--- src/rtl/core/rtsp_pkg.sv ---
// Shared types and codes for the reference-counted slot pool core.
// No dependencies; imported by the controller, datapath and top level.
`timescale 1ns / 1ps
`default_nettype none

package rtsp_pkg;

    // Request beat: fields in order cmd, key, slot_index
    typedef struct packed {
        logic [0:0]  cmd;
        logic [63:0] key;
        logic [3:0]  slot_index;
    } rtsp_req_t;

    // Response beat: fields in order slot, status, ref_count, used_count
    typedef struct packed {
        logic [3:0]  slot;
        logic [2:0]  status;
        logic [15:0] ref_count;
        logic [4:0]  used_count;
    } rtsp_rsp_t;

    localparam logic [0:0] CMD_ACQUIRE = 1'b0;
    localparam logic [0:0] CMD_RELEASE = 1'b1;

    localparam logic [2:0] ST_REUSED     = 3'd0;
    localparam logic [2:0] ST_NEW        = 3'd1;
    localparam logic [2:0] ST_EXHAUSTED  = 3'd2;
    localparam logic [2:0] ST_STILL_USED = 3'd3;
    localparam logic [2:0] ST_NOW_FREE   = 3'd4;
    localparam logic [2:0] ST_IGNORED    = 3'd5;

    typedef enum logic [1:0] {
        S_IDLE,
        S_LOOK,
        S_COMMIT
    } rtsp_state_t;

    // Controller to datapath commands
    typedef struct packed {
        logic load;    // capture the request beat
        logic look;    // register tag match and free search
        logic commit;  // apply update and load the response register
    } rtsp_ctl_t;

endpackage

`default_nettype wire

--- src/rtl/core/rtsp_ctrl.sv ---
// Sequencer for the slot pool: idle, look, commit, plus response valid.
// Depends on rtsp_pkg.
`timescale 1ns / 1ps
`default_nettype none

module rtsp_ctrl
    import rtsp_pkg::*;
(
    input  wire logic      clk,
    input  wire logic      rst_n,
    input  wire logic      req_valid,
    output logic           req_stall,
    output logic           rsp_valid,
    input  wire logic      rsp_stall,
    output rtsp_ctl_t      ctl
);

    rtsp_state_t state_reg;
    rtsp_state_t state_next;
    logic        rsp_valid_reg;
    logic        rsp_valid_next;
    logic        can_commit;

    always_ff @(posedge clk or negedge rst_n)
    begin
        if (!rst_n)
        begin
            state_reg     <= S_IDLE;
            rsp_valid_reg <= 1'b0;
        end
        else
        begin
            state_reg     <= state_next;
            rsp_valid_reg <= rsp_valid_next;
        end
    end

    always_comb
    begin
        can_commit = !rsp_valid_reg || !rsp_stall;
        ctl        = '0;
        req_stall  = 1'b1;
        state_next = state_reg;
        case (state_reg)
            S_IDLE:
            begin
                req_stall  = 1'b0;
                ctl.load   = req_valid;
                state_next = req_valid ? S_LOOK : S_IDLE;
            end
            S_LOOK:
            begin
                ctl.look   = 1'b1;
                state_next = S_COMMIT;
            end
            S_COMMIT:
            begin
                // hold until the response register is free
                if (can_commit)
                begin
                    ctl.commit = 1'b1;
                    req_stall  = 1'b0;
                    ctl.load   = req_valid;
                    state_next = req_valid ? S_LOOK : S_IDLE;
                end
            end
            default:
            begin
                state_next = S_IDLE;
            end
        endcase
        rsp_valid_next = ctl.commit || (rsp_valid_reg && rsp_stall);
    end

    assign rsp_valid = rsp_valid_reg;

`ifndef SYNTH
    a_load_to_look: assert property (@(posedge clk) disable iff (!rst_n)
        ctl.load |=> state_reg == S_LOOK)
        else $error("loaded beat did not enter look");

    a_look_to_commit: assert property (@(posedge clk) disable iff (!rst_n)
        state_reg == S_LOOK |=> state_reg == S_COMMIT)
        else $error("look not followed by commit");

    a_commit_shows: assert property (@(posedge clk) disable iff (!rst_n)
        ctl.commit |=> rsp_valid_reg)
        else $error("commit did not present a response");

    a_no_overwrite: assert property (@(posedge clk) disable iff (!rst_n)
        (rsp_valid_reg && rsp_stall) |-> !ctl.commit)
        else $error("commit over a held response");
`endif

endmodule

`default_nettype wire

--- src/rtl/core/rtsp_dpath.sv ---
// Slot cells (tags, counts), live counter, search registers and response register.
// Depends on rtsp_pkg; driven by rtsp_ctrl commands.
`timescale 1ns / 1ps
`default_nettype none

module rtsp_dpath
    import rtsp_pkg::*;
#(
    parameter int SLOTS      = 16,
    parameter int COUNT_BITS = 16
)
(
    input  wire logic       clk,
    input  wire logic       rst_n,
    input  wire rtsp_ctl_t  ctl,
    input  wire rtsp_req_t  req_data,
    input  wire logic       cfg_we,
    input  wire logic [4:0] cfg_data,
    output rtsp_rsp_t       rsp_data
);

    localparam int SLOT_W = (SLOTS > 1) ? $clog2(SLOTS) : 1;
    localparam int LIVE_W = $clog2(SLOTS + 1);
    localparam logic [COUNT_BITS-1:0] COUNT_MAX = {COUNT_BITS{1'b1}};
    localparam logic [COUNT_BITS-1:0] COUNT_ONE = COUNT_BITS'(1);

    logic [4:0]            slot_count_reg;
    logic [63:0]           tag_reg [SLOTS];
    logic [COUNT_BITS-1:0] refs_reg [SLOTS];
    logic [LIVE_W-1:0]     live_reg;
    logic [LIVE_W-1:0]     live_next;

    // captured request
    logic [0:0]            cmd_reg;
    logic [63:0]           key_reg;
    logic [3:0]            idx_reg;

    // search results
    logic                  hit_any_reg;
    logic [SLOT_W-1:0]     hit_idx_reg;
    logic                  free_any_reg;
    logic [SLOT_W-1:0]     free_idx_reg;
    logic                  rel_any_reg;
    logic [COUNT_BITS-1:0] sel_refs_reg;

    logic                  hit_any_next;
    logic [SLOT_W-1:0]     hit_idx_next;
    logic                  free_any_next;
    logic [SLOT_W-1:0]     free_idx_next;
    logic                  rel_any_next;
    logic [COUNT_BITS-1:0] sel_refs_next;

    // commit
    logic                  wr_en;
    logic                  tag_wr_en;
    logic [SLOT_W-1:0]     wr_idx;
    logic [COUNT_BITS-1:0] wr_refs;
    logic [2:0]            status_next;
    logic [COUNT_BITS-1:0] rsp_refs;
    logic                  slot_valid;
    logic [SLOT_W+3:0]     idx_ext;
    logic [SLOT_W+3:0]     slot_ext;
    logic [COUNT_BITS+15:0] refs_ext;
    logic [LIVE_W+4:0]     live_ext;
    rtsp_rsp_t             rsp_reg;

    assign idx_ext = {{SLOT_W{1'b0}}, idx_reg};

    always_ff @(posedge clk or negedge rst_n)
    begin
        if (!rst_n)
        begin
            slot_count_reg <= '0;
        end
        else if (cfg_we)
        begin
            slot_count_reg <= cfg_data;
        end
    end

    always_ff @(posedge clk)
    begin
        if (ctl.load)
        begin
            cmd_reg <= req_data.cmd;
            key_reg <= req_data.key;
            idx_reg <= req_data.slot_index;
        end
        if (ctl.look)
        begin
            hit_any_reg  <= hit_any_next;
            hit_idx_reg  <= hit_idx_next;
            free_any_reg <= free_any_next;
            free_idx_reg <= free_idx_next;
            rel_any_reg  <= rel_any_next;
            sel_refs_reg <= sel_refs_next;
        end
    end

    // search: lowest live tag match and lowest free slot below the limit
    always_comb
    begin
        hit_any_next  = 1'b0;
        hit_idx_next  = '0;
        free_any_next = 1'b0;
        free_idx_next = '0;
        rel_any_next  = 1'b0;
        sel_refs_next = '0;
        for (int i = SLOTS - 1; i >= 0; i--)
        begin
            if (32'(i) < 32'(slot_count_reg))
            begin
                if (refs_reg[i] != '0 && tag_reg[i] == key_reg)
                begin
                    hit_any_next = 1'b1;
                    hit_idx_next = SLOT_W'(i);
                end
                if (refs_reg[i] == '0)
                begin
                    free_any_next = 1'b1;
                    free_idx_next = SLOT_W'(i);
                end
            end
        end
        for (int i = 0; i < SLOTS; i++)
        begin
            if (cmd_reg == CMD_RELEASE)
            begin
                if (32'(i) == 32'(idx_reg))
                begin
                    sel_refs_next = refs_reg[i];
                    rel_any_next  = (32'(i) < 32'(slot_count_reg)) && (refs_reg[i] != '0);
                end
            end
            else if (32'(i) == 32'(hit_idx_next))
            begin
                sel_refs_next = refs_reg[i];
            end
        end
    end

    // decide the update from the registered search
    always_comb
    begin
        wr_en       = 1'b0;
        tag_wr_en   = 1'b0;
        wr_idx      = '0;
        wr_refs     = '0;
        live_next   = live_reg;
        status_next = ST_IGNORED;
        rsp_refs    = '0;
        slot_valid  = 1'b0;
        if (cmd_reg == CMD_ACQUIRE)
        begin
            if (hit_any_reg)
            begin
                wr_en       = 1'b1;
                wr_idx      = hit_idx_reg;
                wr_refs     = (sel_refs_reg == COUNT_MAX) ? sel_refs_reg
                                                         : sel_refs_reg + COUNT_ONE;
                status_next = ST_REUSED;
                rsp_refs    = wr_refs;
                slot_valid  = 1'b1;
            end
            else if (free_any_reg)
            begin
                wr_en       = 1'b1;
                tag_wr_en   = 1'b1;
                wr_idx      = free_idx_reg;
                wr_refs     = COUNT_ONE;
                live_next   = live_reg + LIVE_W'(1);
                status_next = ST_NEW;
                rsp_refs    = COUNT_ONE;
                slot_valid  = 1'b1;
            end
            else
            begin
                status_next = ST_EXHAUSTED;
            end
        end
        else if (rel_any_reg)
        begin
            wr_en      = 1'b1;
            wr_idx     = idx_ext[SLOT_W-1:0];
            wr_refs    = sel_refs_reg - COUNT_ONE;
            slot_valid = 1'b1;
            if (wr_refs == '0)
            begin
                live_next   = live_reg - LIVE_W'(1);
                status_next = ST_NOW_FREE;
            end
            else
            begin
                status_next = ST_STILL_USED;
                rsp_refs    = wr_refs;
            end
        end
        slot_ext = slot_valid ? {4'b0, wr_idx} : '0;
        refs_ext = {16'b0, rsp_refs};
        live_ext = {5'b0, live_next};
    end

    always_ff @(posedge clk or negedge rst_n)
    begin
        if (!rst_n)
        begin
            live_reg <= '0;
            for (int i = 0; i < SLOTS; i++)
            begin
                refs_reg[i] <= '0;
            end
        end
        else if (ctl.commit)
        begin
            live_reg <= live_next;
            for (int i = 0; i < SLOTS; i++)
            begin
                if (wr_en && 32'(i) == 32'(wr_idx))
                begin
                    refs_reg[i] <= wr_refs;
                end
            end
        end
    end

    always_ff @(posedge clk)
    begin
        for (int i = 0; i < SLOTS; i++)
        begin
            if (ctl.commit && tag_wr_en && 32'(i) == 32'(wr_idx))
            begin
                tag_reg[i] <= key_reg;
            end
        end
        if (ctl.commit)
        begin
            rsp_reg.slot       <= slot_ext[3:0];
            rsp_reg.status     <= status_next;
            rsp_reg.ref_count  <= refs_ext[15:0];
            rsp_reg.used_count <= live_ext[4:0];
        end
    end

    assign rsp_data = rsp_reg;

endmodule

`default_nettype wire

--- src/rtl/core/refcounted_tagged_slot_pool_core.sv ---
// Top level of the reference-counted slot pool with 64-bit tag match.
// Depends on rtsp_pkg, rtsp_ctrl and rtsp_dpath.
//
// Each request beat either acquires a slot by key or releases a slot by index.
// An acquire first reuses the lowest live slot whose tag equals the key (its
// count saturates at the top), otherwise claims the lowest free slot below the
// active limit (min of slot_count and SLOTS) and reports a fresh assignment,
// otherwise reports the pool exhausted. A release of a live slot below the
// limit lowers its count and frees it at zero; any other release is ignored.
// One response beat per request carries slot, status, the new count and the
// number of live slots. A request passes the look state, which compares the
// key against every slot tag and searches for a free slot, then the commit
// state, which writes the update into the slot cells and response register; a
// new request is taken in the commit state. A response waiting on rsp_stall
// holds the commit of the next beat. Write slot_count on the cfg port (always
// ready) only while no request is in flight, which the core does not enforce;
// counts and the live counter clear at reset, tags need no clearing.
`timescale 1ns / 1ps
`default_nettype none

module refcounted_tagged_slot_pool_core
    import rtsp_pkg::*;
#(
    parameter int SLOTS      = 16,
    parameter int COUNT_BITS = 16
)
(
    input  wire logic       clk,
    input  wire logic       rst_n,
    // request channel
    input  wire logic       req_valid,
    output logic            req_stall,
    input  wire rtsp_req_t  req_data,
    // response channel
    output logic            rsp_valid,
    input  wire logic       rsp_stall,
    output rtsp_rsp_t       rsp_data,
    // slot_count write channel
    input  wire logic       cfg_valid,
    output logic            cfg_ready,
    input  wire logic [4:0] cfg_data
);

    rtsp_ctl_t ctl;

    // the register accepts every write beat
    assign cfg_ready = 1'b1;

    rtsp_ctrl u_ctrl (
        .clk       (clk),
        .rst_n     (rst_n),
        .req_valid (req_valid),
        .req_stall (req_stall),
        .rsp_valid (rsp_valid),
        .rsp_stall (rsp_stall),
        .ctl       (ctl)
    );

    rtsp_dpath #(
        .SLOTS      (SLOTS),
        .COUNT_BITS (COUNT_BITS)
    ) u_dpath (
        .clk      (clk),
        .rst_n    (rst_n),
        .ctl      (ctl),
        .req_data (req_data),
        .cfg_we   (cfg_valid && cfg_ready),
        .cfg_data (cfg_data),
        .rsp_data (rsp_data)
    );

endmodule

`default_nettype wire
--- config.mk ---
export PLATFORM = sky130hd
export DESIGN_NAME = refcounted_tagged_slot_pool_core
export DESIGN_NICKNAME = d
export VERILOG_FILES = /design/src/rtl/core/rtsp_pkg.sv /design/src/rtl/core/rtsp_ctrl.sv /design/src/rtl/core/rtsp_dpath.sv /design/src/rtl/core/refcounted_tagged_slot_pool_core.sv
export SDC_FILE = /design/constraint.sdc
export NUM_CORES = 2
export LEC_CHECK = 0
export BUFFER_PORTS_ARGS = -buffer_cell sky130_fd_sc_hd__buf_2
export CAP_MARGIN = 20
export CELL_PAD_IN_SITES_DETAIL_PLACEMENT = 1
export CELL_PAD_IN_SITES_GLOBAL_PLACEMENT = 1
export CORE_MARGIN = 3
export CORE_UTILIZATION = 47
export CTS_CLUSTER_SIZE = 30
export DETAILED_ROUTE_END_ITERATION = 10
export PLACE_DENSITY = 0.76
export SYNTH_ARGS = -nofsm -noshare
export SYNTH_HDL_FRONTEND = slang
export SYNTH_SLANG_ARGS = --single-unit
--- constraint.sdc ---
create_clock -name clk -period 7.6 [get_ports clk]
set_input_delay 1.52 -clock clk [delete_from_list [all_inputs] [get_ports clk]]
set_output_delay 1.52 -clock clk [all_outputs]
set_load 0.02 [all_outputs]
==> impl_metrics.toml <==
[sta]
worst_pin_slew_ps = 1220
maxSlewViolCount = 0
relSlewSlack_pct = 18.4
fin_tns_setup_ps = 0
setup_viol = 0
hold_violations = 0
rsz0062_at_grt = "no"
min_period_ps = 6870
max_freq_mhz = 146
fin_crit_sh_pct = 90.4
fin_skew_ps = 60.7

[worst_setup_path]
crit_arrival_ps = 7400
crit_top_cell = "buf_4"
required_ps = 8130
max_stage_delay_ps = 860
path_delay_family = "compound AO/OA/AOI/OAI gates"
cp_slowest_cell = "or4b_2"
cp-end-kind = "register"
worstPathCellList = "buf_4, xnor2_1, nand4_1, nor4_1, nand3_1, or4b_2, a311oi_1, o31ai_1, a21boi_1, nor2_1, buf_4, o31ai_1, buf_4, nand2_1, o22ai_1, a21oi_1, o211ai_1, o211ai_1"
path_max_fanout = 15
critical_path_class = "reg -> reg"
crit_buf_inv = 3
start_kind = "register"

[yosys]
synth_flop_cell = "edfxtp_1"
syn_area_um2 = 66500
synthDistinctLibCells = 95
synth_edf_count = 1148
syn_nets = 5457
syn-instance-count = 5373
synth-seq-cells = 1417
ys_async_sr_fraction_pct = 19.0
synth_area_per_cell_um2 = 12.4
ys_seq_area_share_pct = 62.0
yosys_warnings = 0

[floorplan]
fp.dieW_um = 382
coreArea_um2 = 140000
io_pins = 110
row_count = 137
initial_core_util_pct = 47.5
die_area_um2 = 146000
die_h_um = 382

[global_route]
grt.met2_usage_pct = 57.1
first_global_vias = 51700
overflow = 0
antenna_found_initial = 13
met1_usage_pct = 45.7
grt_start_max_net_pins = 125
grtUsageTotal_pct = 36.1
busiest_layer = "met2"
grtUsageMet3_pct = 6.86
grt_pass1_wl_um = 379000

[power]
switching_power_mw = 6.03
pwr-share-seq_pct = 47.0
power_frac_clock_pct = 37.9
combinationalPowerShare_pct = 15.1
power_mw = 20.0
sw_frac_of_total_pct = 30.2
intPower_mw = 13.9
leakagePower_nw = 25.4
powerDensity_nw_per_um2 = 264
ir_worst_vdd_mv = 0.217

[cts]
cts.clk_slew.worst_paths_ps = 60
clockBufferDepth = 3
post_cts_resized = 0
cts-root-buf = "clkbuf_16"
post_cts_buffers = 0
clk_latency_ps = 820
hold_buffers = 0
cts.sinks = 1417
cts_tree = "built"
htree_num_levels = 4
cts_made_buffers = 157

[place]
io_buffers = 108
place.gp.congestion = 1.01
dp_hpwl_um = 186000

[detailed_routing]
num_vias = 50600
finalWirelength_um = 268000
drtIter0Drc = 6558
wire_per_inst_um = 35.1
drc_errors = 0
vias_per_cell = 6.64
antenna_left = 0
drtPass1Iterations = 5

[flow_run]
drv_cap = 0

[run_status]
status = "complete, no violations"

[worst_hold_path]
min_path_type = "reg -> reg"

[cells_and_area]
drive_gt1_share_pct = 11.9
area_delta_synth_final_pct = 13.9
largest_reg_flops = 1024
fin_nets = 5691
==> stage by stage <==
stage / cell area, um^2 / hold WS (ps) / util, % / setup slack [ps] / std cells
2_1_floorplan: 66500 / 465 / - / 533 / 5373
3_3_place_gp: 70400 / 434 / 50.3 / 966 / 7310
3_5_place_dp: 70600 / 463 / 50.4 / 1010 / 7316
4_1_cts: 75600 / 481 / 54.0 / 972 / 7609
5_1_grt: 75700 / 505 / 54.1 / 658 / 7617
6_report: 75700 / 469 / 54.1 / 731 / 7619
==> path summary, 6_finish.rpt <==
path | cells after the start | slack (ps) | endpoint | from
min in group asynchronous | 1 | 790 | u_dpath.refs_reg[191]$_DFFE_PN0P_ | rst_n
worst max-delay path | 18 | 730 | u_dpath.sel_refs_reg[2]$_DFFE_PP_ | u_dpath.key_reg[41]$_DFFE_PP_
worst max register to register | 18 | 730 | u_dpath.sel_refs_reg[2]$_DFFE_PP_ | u_dpath.key_reg[41]$_DFFE_PP_
max in group asynchronous | 2 | 5530 | u_dpath.refs_reg[13]$_DFFE_PN0P_ | rst_n
worst min register to register | 0 | 470 | u_dpath.tag_reg[3][5]$_DFFE_PP_ | u_dpath.key_reg[5]$_DFFE_PP_
worst min-delay path | 0 | 470 | u_dpath.tag_reg[3][5]$_DFFE_PP_ | u_dpath.key_reg[5]$_DFFE_PP_
==> placed cells by master, fill, tap and decap left out, types with 39 or more instances in the layout <==
master,count
clkinv_1,41
clkbuf_16,159
inv_1,46
a21oi_1,188
buf_2,112
nand2_1,467
a22oi_1,39
buf_4,220
nor4_1,305
nand4_1,277
dfrtp_1,269
nand3_1,58
edfxtp_1,1148
o22ai_1,42
xnor2_1,568
xor2_1,475
o21ai_0,358
nor2_1,194
nor3_1,57
==> Yosys cell counts, drive strengths merged (17+ instances only) <==
| library cell | number | area [um^2] |
|---|---|---|
| xor2 | 475 | 4160 |
| a21oi | 195 | 987 |
| mux2 | 25 | 282 |
| a31oi | 20 | 125 |
| nor4 | 307 | 1930 |
| xnor2 | 568 | 4970 |
| mux2i | 22 | 220 |
| nor3 | 61 | 310 |
| a221oi | 38 | 357 |
| clkbuf | 176 | 661 |
| o211ai | 25 | 188 |
| inv | 47 | 176 |
| a22oi | 39 | 293 |
| buf | 113 | 566 |
| o22ai | 43 | 269 |
| nand3 | 58 | 290 |
| nor3b | 17 | 138 |
| o21ai | 376 | 1880 |
| nand2 | 467 | 1750 |
| edfxtp | 1148 | 34500 |
| or3 | 30 | 188 |
| and3 | 21 | 131 |
| and2 | 17 | 106 |
| nand4b | 28 | 245 |
| dfrtp | 269 | 6730 |
| or4 | 33 | 248 |
| nand4 | 277 | 1730 |
| nor2 | 212 | 796 |
| and4 | 26 | 228 |
==> cells by family after synthesis <==
logic type                 after synthesis  share of synthesized area [%]
and+or+nand+nor                       1642                           13.2
DFF                                   1417                           62.0
other                                    1                        0.00564
AOI/OAI and AO/OA                      880                           8.06
adders and majority gates                5                         0.0941
buffers and inverters                  337                           2.12
xor gates and xnor gates              1043                           13.7
muxes                                   48                          0.789
==> final cells by class <==
class / instances / area (um^2)
Sequential cell: 1417 / 41200
Antenna cell: 2 / 5.00
Clock buffer: 187 / 4100
Multi-Input combinational cell: 3619 / 24100
Clock inverter: 106 / 953
Fill cell: 14200 / 64300
Tap cell: 1876 / 2350
Inverter: 48 / 180
Timing Repair Buffer: 364 / 2870
==> routing by layer <==
layer	routed length [um]	vias up	part of all wire (%)
met3	26800	837	10
met4	20300	4	7.6
met5	26	-	0.0097
met2	122000	3342	46
met1	98500	25800	37
li1	-	20600	-
==> power by group through the flow <==
stage	registers (mW)	logic (mW)	clock network [mW]
final	9.39	3.03	7.57
after detailed placement	9.51	2.92	0
after global routing	9.41	3.18	7.92
after floorplan	9.28	1.58	0
after global placement	9.50	2.83	0
after CTS	9.36	2.94	7.61
No activity file was read; power rests on OpenSTA's default activity.
